<file path="src/hdl/ffch_pkg.sv">
`default_nettype none

package ffch_pkg;

  // Result status codes.
  localparam logic [2:0] ST_OK       = 3'd0;
  localparam logic [2:0] ST_NOMEM    = 3'd1;
  localparam logic [2:0] ST_ZERO     = 3'd2;
  localparam logic [2:0] ST_NOTALLOC = 3'd3;
  localparam logic [2:0] ST_NULL     = 3'd4;

  // Request kinds.
  localparam logic KIND_ALLOC   = 1'b0;
  localparam logic KIND_RELEASE = 1'b1;

  // Datapath operations issued by the controller, at most one per cycle.
  localparam logic [4:0] OP_NONE   = 5'd0;
  localparam logic [4:0] OP_INIT0  = 5'd1;
  localparam logic [4:0] OP_INIT1  = 5'd2;
  localparam logic [4:0] OP_LOAD   = 5'd3;
  localparam logic [4:0] OP_DIV    = 5'd4;
  localparam logic [4:0] OP_ACHK   = 5'd5;
  localparam logic [4:0] OP_AWALK  = 5'd6;
  localparam logic [4:0] OP_TAKE   = 5'd7;
  localparam logic [4:0] OP_TAKE2  = 5'd8;
  localparam logic [4:0] OP_RCHK   = 5'd9;
  localparam logic [4:0] OP_RRD    = 5'd10;
  localparam logic [4:0] OP_PREW   = 5'd11;
  localparam logic [4:0] OP_ISTART = 5'd12;
  localparam logic [4:0] OP_IWALK  = 5'd13;
  localparam logic [4:0] OP_IMERGE = 5'd14;
  localparam logic [4:0] OP_IDEC   = 5'd15;
  localparam logic [4:0] OP_IFWD   = 5'd16;
  localparam logic [4:0] OP_IWB    = 5'd17;
  localparam logic [4:0] OP_IWB2   = 5'd18;
  localparam logic [4:0] OP_EMIT   = 5'd19;

  typedef struct packed {
    logic        kind;
    logic [11:0] request_bytes;
    logic [11:0] release_offset;
  } ffch_cmd_t;

  typedef struct packed {
    logic [2:0]  status;
    logic [11:0] payload_offset;
    logic [11:0] free_bytes;
    logic [11:0] min_free_bytes;
    logic [31:0] alloc_count;
    logic [31:0] release_count;
  } ffch_rsp_t;

  typedef struct packed {
    logic [4:0] op;
  } ffch_ctl_t;

  typedef struct packed {
    logic is_rel;
    logic zero;
    logic no_room;
    logic rel_bad;
    logic walk_go;
    logic walk_fit;
    logic split;
    logic rel_ok;
    logic ins_first;
    logic ins_go;
    logic fwd;
    logic link_prev;
    logic out_free;
  } ffch_sts_t;

endpackage

`default_nettype wire

</file>
<file path="src/hdl/ffch_ctrl.sv">
`default_nettype none

module ffch_ctrl
  import ffch_pkg::*;
(
  input  wire logic      clk,
  input  wire logic      rst,
  input  wire logic      cmd_valid,
  output logic           cmd_stall,
  input  wire ffch_sts_t sts,
  output ffch_ctl_t      ctl
);

  localparam logic [4:0] S_INIT0  = 5'd0;
  localparam logic [4:0] S_INIT1  = 5'd1;
  localparam logic [4:0] S_IDLE   = 5'd2;
  localparam logic [4:0] S_DIV    = 5'd3;
  localparam logic [4:0] S_ACHK   = 5'd4;
  localparam logic [4:0] S_AWALK  = 5'd5;
  localparam logic [4:0] S_TAKE   = 5'd6;
  localparam logic [4:0] S_TAKE2  = 5'd7;
  localparam logic [4:0] S_RCHK   = 5'd8;
  localparam logic [4:0] S_RRD    = 5'd9;
  localparam logic [4:0] S_PREW   = 5'd10;
  localparam logic [4:0] S_ISTART = 5'd11;
  localparam logic [4:0] S_IWALK  = 5'd12;
  localparam logic [4:0] S_IMERGE = 5'd13;
  localparam logic [4:0] S_IDEC   = 5'd14;
  localparam logic [4:0] S_IFWD   = 5'd15;
  localparam logic [4:0] S_IWB    = 5'd16;
  localparam logic [4:0] S_IWB2   = 5'd17;
  localparam logic [4:0] S_DONE   = 5'd18;

  logic [4:0] state;
  logic [4:0] state_next;

  assign cmd_stall = (state != S_IDLE);

  always_comb begin
    state_next = state;
    ctl.op     = OP_NONE;
    unique case (state)
      S_INIT0: begin
        ctl.op     = OP_INIT0;
        state_next = S_INIT1;
      end
      S_INIT1: begin
        ctl.op     = OP_INIT1;
        state_next = S_IDLE;
      end
      S_IDLE: begin
        if (cmd_valid) begin
          ctl.op     = OP_LOAD;
          state_next = S_DIV;
        end
      end
      S_DIV: begin
        ctl.op     = OP_DIV;
        state_next = sts.is_rel ? S_RCHK : S_ACHK;
      end
      S_ACHK: begin
        ctl.op     = OP_ACHK;
        state_next = (sts.zero || sts.no_room) ? S_DONE : S_AWALK;
      end
      S_AWALK: begin
        ctl.op = OP_AWALK;
        if (sts.walk_go) begin
          state_next = S_AWALK;
        end else if (sts.walk_fit) begin
          state_next = S_TAKE;
        end else begin
          state_next = S_DONE;
        end
      end
      S_TAKE: begin
        ctl.op     = OP_TAKE;
        state_next = S_TAKE2;
      end
      S_TAKE2: begin
        ctl.op     = OP_TAKE2;
        state_next = sts.split ? S_PREW : S_DONE;
      end
      S_RCHK: begin
        ctl.op     = OP_RCHK;
        state_next = (sts.zero || sts.rel_bad) ? S_DONE : S_RRD;
      end
      S_RRD: begin
        ctl.op     = OP_RRD;
        state_next = sts.rel_ok ? S_PREW : S_DONE;
      end
      S_PREW: begin
        ctl.op     = OP_PREW;
        state_next = S_ISTART;
      end
      S_ISTART: begin
        ctl.op     = OP_ISTART;
        state_next = sts.ins_first ? S_IWALK : S_IMERGE;
      end
      S_IWALK: begin
        ctl.op     = OP_IWALK;
        state_next = sts.ins_go ? S_IWALK : S_IMERGE;
      end
      S_IMERGE: begin
        ctl.op     = OP_IMERGE;
        state_next = S_IDEC;
      end
      S_IDEC: begin
        ctl.op     = OP_IDEC;
        state_next = sts.fwd ? S_IFWD : S_IWB;
      end
      S_IFWD: begin
        ctl.op     = OP_IFWD;
        state_next = S_IWB;
      end
      S_IWB: begin
        ctl.op     = OP_IWB;
        state_next = sts.link_prev ? S_IWB2 : S_DONE;
      end
      S_IWB2: begin
        ctl.op     = OP_IWB2;
        state_next = S_DONE;
      end
      S_DONE: begin
        if (sts.out_free) begin
          ctl.op     = OP_EMIT;
          state_next = S_IDLE;
        end
      end
      default: begin
        state_next = S_INIT0;
      end
    endcase
  end

  always_ff @(posedge clk) begin
    if (rst) begin
      state <= S_INIT0;
    end else begin
      state <= state_next;
    end
  end

  a_accept_starts: assert property (@(posedge clk) disable iff (rst)
    (state == S_IDLE && cmd_valid) |=> (state == S_DIV))
    else $error("accepted word did not start processing");

  a_done_holds: assert property (@(posedge clk) disable iff (rst)
    (state == S_DONE && !sts.out_free) |=> (state == S_DONE))
    else $error("result dropped while output register busy");

  a_walk_entry: assert property (@(posedge clk) disable iff (rst)
    (state == S_AWALK) |-> ($past(state) == S_ACHK || $past(state) == S_AWALK))
    else $error("list walk entered from an unexpected state");

  a_link_after_wb: assert property (@(posedge clk) disable iff (rst)
    (state == S_IWB2) |-> ($past(state) == S_IWB))
    else $error("predecessor link written out of order");

endmodule

`default_nettype wire

</file>
<file path="config.mk">
export PLATFORM = sky130hd
export DESIGN_NAME = ffch_ctrl
export DESIGN_NICKNAME = d
export VERILOG_FILES = /design/src/hdl/ffch_pkg.sv /design/src/hdl/ffch_ctrl.sv
export SDC_FILE = /design/constraint.sdc
export NUM_CORES = 1
export LEC_CHECK = 0
export ABC_AREA = 1
export BUFFER_PORTS_ARGS = -buffer_cell sky130_fd_sc_hd__buf_2
export CORE_MARGIN = 3
export CORE_UTILIZATION = 50
export CTS_CLUSTER_SIZE = 8
export DETAILED_ROUTE_END_ITERATION = 16
export PLACE_DENSITY = 0.8
export SLEW_MARGIN = 20
export SYNTH_ARGS = -nofsm -noshare
export SYNTH_HDL_FRONTEND = slang
export SYNTH_SLANG_ARGS = --single-unit
</file>
<file path="constraint.sdc">
create_clock -name clk -period 1.3 [get_ports clk]
set_input_delay 0.065 -clock clk [delete_from_list [all_inputs] [get_ports clk]]
set_output_delay 0.065 -clock clk [all_outputs]
set_load 0.01 [all_outputs]
</file>
* Yosys cells after proc, flatten, opt, wreduce, memory -nomap -nowiden *
Cells that the tools add are included.

cells by class
  muxes and demuxes = 17
  reductions and logical operators = 4
  eq/ne operators = 21

operators by type and width
  kind                  number
  $pmux W5 S19          2
  $mux W5               10
  $eq A5 B4 Y1 const B  8
  $eq A5 B3 Y1 const B  4
  $eq A5 B5 Y1 const B  3
  $eq A5 B2 Y1 const B  2
  $eq A5 B1 Y1 const B  1
  $logic_not A5 Y1      1
  $ne A5 B2 Y1 const B  1
  $mux W2               2
  $mux W4               1
  $ne A2 B2 Y1 const B  2
  $logic_or A1 B1 Y1    2
  $mux W1               2
  $reduce_and A2 Y1     1

word-level totals
  output and inout bits = 6
  input bits = 16
  logic and storage cells = 43
  register bits after elaboration = 5

* Longest topological paths before layout *
Gate-level depths: netlist of run 1.

  word-level depth = 3
  mapped depth = 10

* Worst setup path after synthesis of run 1 *
OpenSTA, ideal clock, no wires.

  kind = register to register
  from = register state[2]
  to = register state[1]
  clock period less this slack = 1216 ps
  setup slack = 84 ps
  path buffers = 0
  arrival time = 1105 ps
  required time = 1189 ps
  cell stages (with the launch flop) = 10
  setup time = 111 ps
  cells stage by stage = dfxtp_1 > inv_1 > nand2_1 > nor2_2 > nand2_2 > nand2_1 > nor2_1 > nand3b_1 > nor2_1 > nor2_1

between the ends
  cells in the longest elaborated chain, start to end = 3

RTL lines
  element                                                               RTL line          source
  start: declaration                                                    ffch_ctrl.sv:34   logic [4:0] state;
  start signal: assignment                                              ffch_ctrl.sv:139  state <= state_next;
  parallel branches: the longest is 3 deep, another holds $pmux W5 S19  --

Several ways; the timed one is not identified.
A chain may end at the register's enable or synchronous reset.

==> summary.md, run 1 <==
| Metric | Value |
|---|---|
| I/O Pins | 22 |
| Clock power share | 0.119 |
| P&R area growth vs syn | 60.4% |
| Status | complete, but fails checks |
| Width of the chip | 44.6 um |
| Netlist Area Pre-Place | 746 um2 |
| Switching part of the total | 0.488 |
| Fin. Hold Viols | 0 |
| Share of cells above drive strength 1 | 0.522 |
| Synth Net Count | 154 |
| Internal | 746 uW |
| CTS tree | done |
| Achievable Freq | 653 MHz |
| Per-cell routed wire length | 16.2 um |
| Total track usage | 0.316 |
| Clk_lat worst skew | 0.24 ns |
| Worst path required time | 1.24 ns |
| Hold Crit Start | rst |
| N_diodes | 0 |
| DRT antenna net count | 0 |
| Clock Skew | 0.00163 ns |
| Pleak | 0.000638 uW |
| First-pass GRT wire length | 4530 um |
| Nets | 199 |
| Psw | 710 uW |
| Syn Inst Count | 138 |
| Die area | 1990 um2 |
| GPL Wtd Cong | 0.999 |
| CTS buffer count | 3 |
| Compound-Gate Fraction of Synth Area | 0.0705 |
| Setup Crit Path Kind | reg2out |
| #FFs+latches synth | 5 |
| Area share of the largest cell type after synthesis | 0.176 |
| Violations in the final reports | setup timing |
| Unrepaired setup endpoints after global routing | true |
| Yosys top cell by area | nand2_1 |
| R2R cell count | 9 |
| Die Ht | 44.6 um |
| Top area cells in the synthesized netlist | nand2_1 (18%), dfxtp_1 (13%), nor2_1 (12%) |
| Synth cell types | 19 |
| Largest net degree at the start of global routing | 11 |
| Fill cell count | 69 |
| RR Startpoint | state[3] |
| Comb power frac | 0.693 |
| Inst Count DP | 181 |
| Port Buf Inserts | 21 |
| Top reg by flops | state |
| Clock tree buffer depth | 2 |
| Post-synthesis sequential area ratio | 0.134 |
| Ys Warns | 0 |
| Finished Layout Cells | 197 |
| CP max FO | 5 |
| Synth Area in Adders | 0 |
| Core area | 1350 um2 |
| Max Cap Violations | 0 |
| Number of antenna violations at the first check in global routing | 0 |
| WP data arrival | 1.47 ns |
| Gr ovfl total | 0 |
| CTS Root Cell | clkbuf_4 |
| DR DRC count | 0 |
| Hold path cells | 2 |
| Drt pass-1 iters | 6 |
| Number of core rows | 13 |
| Initial Util | 0.552 |
| Post-Syn Area per Cell | 5.40 um2 |
| Via count | 1174 |
| Max reg flops | 5 |
| DR vias/cell | 5.96 |
| Largest family of logic cells by synthesized area | simple AND/OR/NAND/NOR gates |
| CTS sink cnt | 5 |
| VDD IR max | 1.10 mV |
| Final WL | 3190 um |
| Measured slew at the worst slew-check pin | 0.340 ns |
| Final Cycle Share | 1.18 |
| Min Tclk post-route | 1.53 ns |
| HP Class | in2reg |
| Largest registers | state (5) |
| Multiplexer share of the synthesized area | 0 |
| Worst setup margin | -0.231 ns |
| Total setup violations reported at the end of the flow | 10 |
| Final hold slack | 0.0326 ns |
| Worst Setup End Kind | primary output |
| Vias in the first global route | 1012 |
| Post-Synth Simple-Gate Area | 0.674 |
| Crit path from | state[3] |
| Cell area power density | 1220 nW/um2 |
| Max Slew Vio Count | 0 |
| Rel. slew slack | 0.771 |
| Flop pwr share | 0.188 |
| Hpwl dp | 1820 um |
| XOR/XNOR Fraction of Synth Area | 0 |
| Drt initial violations | 80 |
| Htree depth | 1 |
| Clk slew on worst S/H paths | 0.04 ns |
| CP startpoint kind | flop |
-- final timing paths --
path	slack (ns)	to
setup / recovery	-0.23	ctl[0]
hold / removal	0.03	state[3]
setup reg to reg	-0.14	state[3]
hold reg to reg	0.82	state[1]
-- critical path, cell delays in order (launching register included) --
cell and delay (ns):
dfxtp_4 0.37, inv_4 0.05, buf_6 0.11, nor2_4 0.18
nand3_4 0.13, nand2_2 0.13, nor3_2 0.05, nand4_1 0.07
buf_2 0.13
-- kinds of logic (layout without fill, tap and decap cells) --
logic type             count (synthesis)  in the layout
AOI/OAI and AO/OA                     10             10
and+or+nand+nor                      101            101
DFF                                    5              5
buffers and inverters                 22             66
-- layer usage --
| metal | global-route usage | part of all wire | vias to the layer above |
|---|---|---|---|
| met2 | 0.487 | 0.48 | 98 |
| met4 | 0.217 | 0.051 | 0 |
| met1 | 0.400 | 0.35 | 526 |
| li1 | - | - | 530 |
| met3 | 0.0447 | 0.12 | 20 |
| met5 | 0 | 0 | - |
-- repair_timing --
item	CTS	global route
resized for setup	32	19
setup buffers	7	5
pin swaps	11	9
endpoints found under the setup margin	9	10
hold buffers	0	0
-- layout make-up --
type,count,area (um2),share of cell area
sequential,5,116,0.0973
multi-input combinational,111,681,0.569
inverter,21,83.8,0.0701
timing repair buffer,41,270,0.226
clock buffer,4,26.3,0.0220
tap,15,18.8,0.0157
-- cells in the mapped netlist --
library cell / n
o31ai_1: 1
nor2_4: 3
o21ai_0: 2
nand2_1: 35
nor3_1: 4
nor2_1: 23
nor2_2: 6
a21oi_1: 5
inv_2: 5
inv_1: 16
nand3_1: 10
dfxtp_1: 5
nand4_1: 6
nand3_2: 4
buf_6: 1
o21ai_1: 2
nand3b_1: 3
nand2_2: 6
or2_1: 1
-- power groups by stage --
| stage | Combinational [uW] | Clock, uW | Sequential, uW |
|---|---|---|---|
| final | 1010 | 173 | 274 |
| after detailed placement | 699 | 0 | 239 |
| after floorplan | 453 | 0 | 236 |
| after global routing | 1080 | 183 | 280 |
| after CTS | 853 | 177 | 262 |
| after global placement | 692 | 0 | 237 |
-- through the flow --
step | worst slack (ns) | setup TNS, ns | instance area, um2 | utilization | total power (uW)
6_report | -0.231 | -1.59 | 1200 | 0.886 | 1460
5_1_grt | -0.289 | -2.36 | 1200 | 0.886 | 1540
4_1_cts | -0.181 | -0.996 | 1100 | 0.812 | 1290
3_5_place_dp | -0.0569 | -0.316 | 918 | 0.680 | 937
3_3_place_gp | -0.0540 | -0.182 | 918 | 0.680 | 929
2_1_floorplan | 0.0836 | 0 | 746 | - | 689
-- layout by cell type, fill, tap and decap left out, drive strengths merged --
cell type	n
a21oi	5
buf	41
clkbuf	4
dfxtp	5
inv	21
nand2	41
nand3	14
nand3b	3
nand4	6
nor2	32
nor3	4
o21ai	4
o31ai	1
or2	1
No activity file was read; power rests on OpenSTA's default activity.
==> inputs of run 2 (changes only) <==
--- a/config.mk
+++ b/config.mk
@@ -9,6 +9,7 @@
 export BUFFER_PORTS_ARGS = -buffer_cell sky130_fd_sc_hd__buf_2
 export CORE_MARGIN = 3
 export CORE_UTILIZATION = 50
+export CTS_BUF_LIST = sky130_fd_sc_hd__clkbuf_16
 export CTS_CLUSTER_SIZE = 8
 export DETAILED_ROUTE_END_ITERATION = 16
 export PLACE_DENSITY = 0.8
==> summary.md, run 2 (synthesized netlist as in run 1, its figures left out) <==
| Metric | Value |
|---|---|
| Status | complete, but fails checks (unchanged) |
| Violations in the final reports | setup timing (unchanged) |
| Share of cells above drive strength 1 | 0.525 (was 0.522) |
| Total track usage | 0.349 (was 0.316) |
| Vias in the first global route | 1133 (was 1012) |
| CTS tree | done (unchanged) |
| Core area | 1350 um2 (unchanged) |
| DR vias/cell | 6.55 (was 5.96) |
| Met1 usage | 0.418 (was 0.400) |
| CTS Root Cell | clkbuf_16 (was clkbuf_4) |
| Worst Setup End Kind | primary output (unchanged) |
| Gr ovfl total | 0 (unchanged) |
| CP max FO | 5 (unchanged) |
| Commonest non-fill, non-tap cell in the layout | nand2_1 (unchanged) |
| Number of antenna violations at the first check in global routing | 0 (unchanged) |
| P&R area growth vs syn | 67.5% (was 60.4%) |
| Worst path required time | 1.24 ns (about the same) |
| Htree depth | 1 (unchanged) |
| Rel. slew slack | 0.762 (was 0.771) |
| Unrepaired setup endpoints after global routing | true (unchanged) |
| Min Tclk post-route | 1.61 ns (was 1.53 ns) |
| Achievable Freq | 620 MHz (was 653 MHz) |
| Commonest non-fill, non-tap cells in the layout | nand2_1 (26), buf_2 (21), nor2_1 (20) (unchanged) |
| Drt pass-1 iters | 5 (was 6) |
| CP startpoint kind | flop (unchanged) |
| Met3 usage in global routing | 0.0366 (was 0.0447) |
| Number of core rows | 13 (unchanged) |
| Die Ht | 44.6 um (unchanged) |
| DR DRC count | 0 (unchanged) |
| R2R cell count | 10 (was 9) |
| Gr busiest metal | met2 (unchanged) |
| Width of the chip | 44.6 um (unchanged) |
| Setup tns final | -2.25 ns (was -1.59 ns) |
| Cell area power density | 1490 nW/um2 (was 1220 nW/um2) |
| Hold path cells | 2 (unchanged) |
| CTS sink cnt | 5 (unchanged) |
| Max Cap Violations | 0 (unchanged) |
| CTS buffer count | 3 (unchanged) |
| Clock Skew | 0.000428 ns (was 0.00163 ns) |
| HP Class | in2reg (unchanged) |
| DRT antenna net count | 0 (unchanged) |
| Pleak | 0.000666 uW (was 0.000638 uW) |
| Drt initial violations | 81 (was 80) |
| Met2 usage | 0.587 (was 0.487) |
| Inst Count DP | 181 (unchanged) |
| I/O Pins | 22 (unchanged) |
| Final Cycle Share | 1.24 (was 1.18) |
| Total setup violations reported at the end of the flow | 10 (unchanged) |
| Max reg flops | 5 (unchanged) |
| First-pass GRT wire length | 5060 um (was 4530 um) |
| Top reg by flops | state (unchanged) |
| GPL Wtd Cong | 0.999 (unchanged) |
| Initial Util | 0.552 (unchanged) |
| Clk_lat worst skew | 0.22 ns (was 0.24 ns) |
| Clock tree buffer depth | 2 (unchanged) |
| Setup Crit Path Kind | reg2out (unchanged) |
| Final WL | 3970 um (was 3190 um) |
| Die area | 1990 um2 (unchanged) |
| Via count | 1297 (was 1174) |
| Nets | 200 (was 199) |
| N_diodes | 0 (unchanged) |
| Max Slew Vio Count | 0 (unchanged) |
| Fin. Hold Viols | 0 (unchanged) |
| VDD IR max | 1.35 mV (was 1.10 mV) |
| Finished Layout Cells | 198 (was 197) |
| Final Core Density | 0.925 (was 0.886) |
| WP data arrival | 1.55 ns (was 1.47 ns) |
| Clk slew on worst S/H paths | 0.03 ns (was 0.04 ns) |
| Largest net degree at the start of global routing | 11 (unchanged) |
| Measured slew at the worst slew-check pin | 0.355 ns (was 0.340 ns) |
| Hpwl dp | 1820 um (unchanged) |
| Worst slack at placement | -0.0569 ns (unchanged) |
| Hold-fix buffers at CTS | 0 (unchanged) |
| Largest registers | state (5) (unchanged) |
| Per-cell routed wire length | 20.1 um (was 16.2 um) |
| Worst setup margin | -0.313 ns (was -0.231 ns) |
| Port Buf Inserts | 21 (unchanged) |
==> run 2: cell type report <==
class / count / area, um2
Multi-Input combinational cell: 111 / 677
Timing Repair Buffer: 42 / 274
Sequential cell: 5 / 116
Fill cell: 57 / 101
Inverter: 21 / 83.8
Clock buffer: 3 / 75.1
Tap cell: 15 / 18.8
Clock inverter: 1 / 3.75
==> run 2: report_power, final <==
part,switching [uW],internal (uW)
registers,85.4,198
logic,641,443
clock network,97.6,398
total,824,1040
==> run 2: what timing repair did <==
item,4_1_cts,5_1_grt
resized for setup,36,14
setup buffers,7,6
cloned,0,0
endpoints found under the hold margin,0,0
setup endpoints to repair,10,10
pin swaps,10,8
==> run 2: per-layer routing <==
| layer | share of wire | wire, um |
|---|---|---|
| met4 | 0.072 | 286 |
| met3 | 0.14 | 561 |
| met2 | 0.44 | 1760 |
| met5 | 0 | 0 |
| met1 | 0.34 | 1370 |
==> run 2: final timing paths <==
path | start | endpoint | slack, ns
max | state[1] | ctl[1] | -0.31
max reg2reg | state[1] | state[1] | -0.24
min reg2reg | state[4] | state[2] | 0.85
min | rst | state[2] | 0.06
==> run 2: per-stage QoR <==
step	power [uW]	hold WS (ns)	instance area (um2)
2_1_floorplan	689	0.134	746
6_report	1860	0.0574	1250
3_5_place_dp	937	0.287	918
3_3_place_gp	929	0.287	918
5_1_grt	1920	0.0816	1250
4_1_cts	1650	0.0487	1160
==> run 2: worst max-delay path, stage by stage (launching register included) <==
cell	delay [ns]
dfxtp_4	0.36
inv_2	0.12
nand2_4	0.10
nor2_4	0.17
nand2_1	0.12
o21ai_1	0.11
inv_1	0.09
nand3_1	0.11
buf_2	0.14
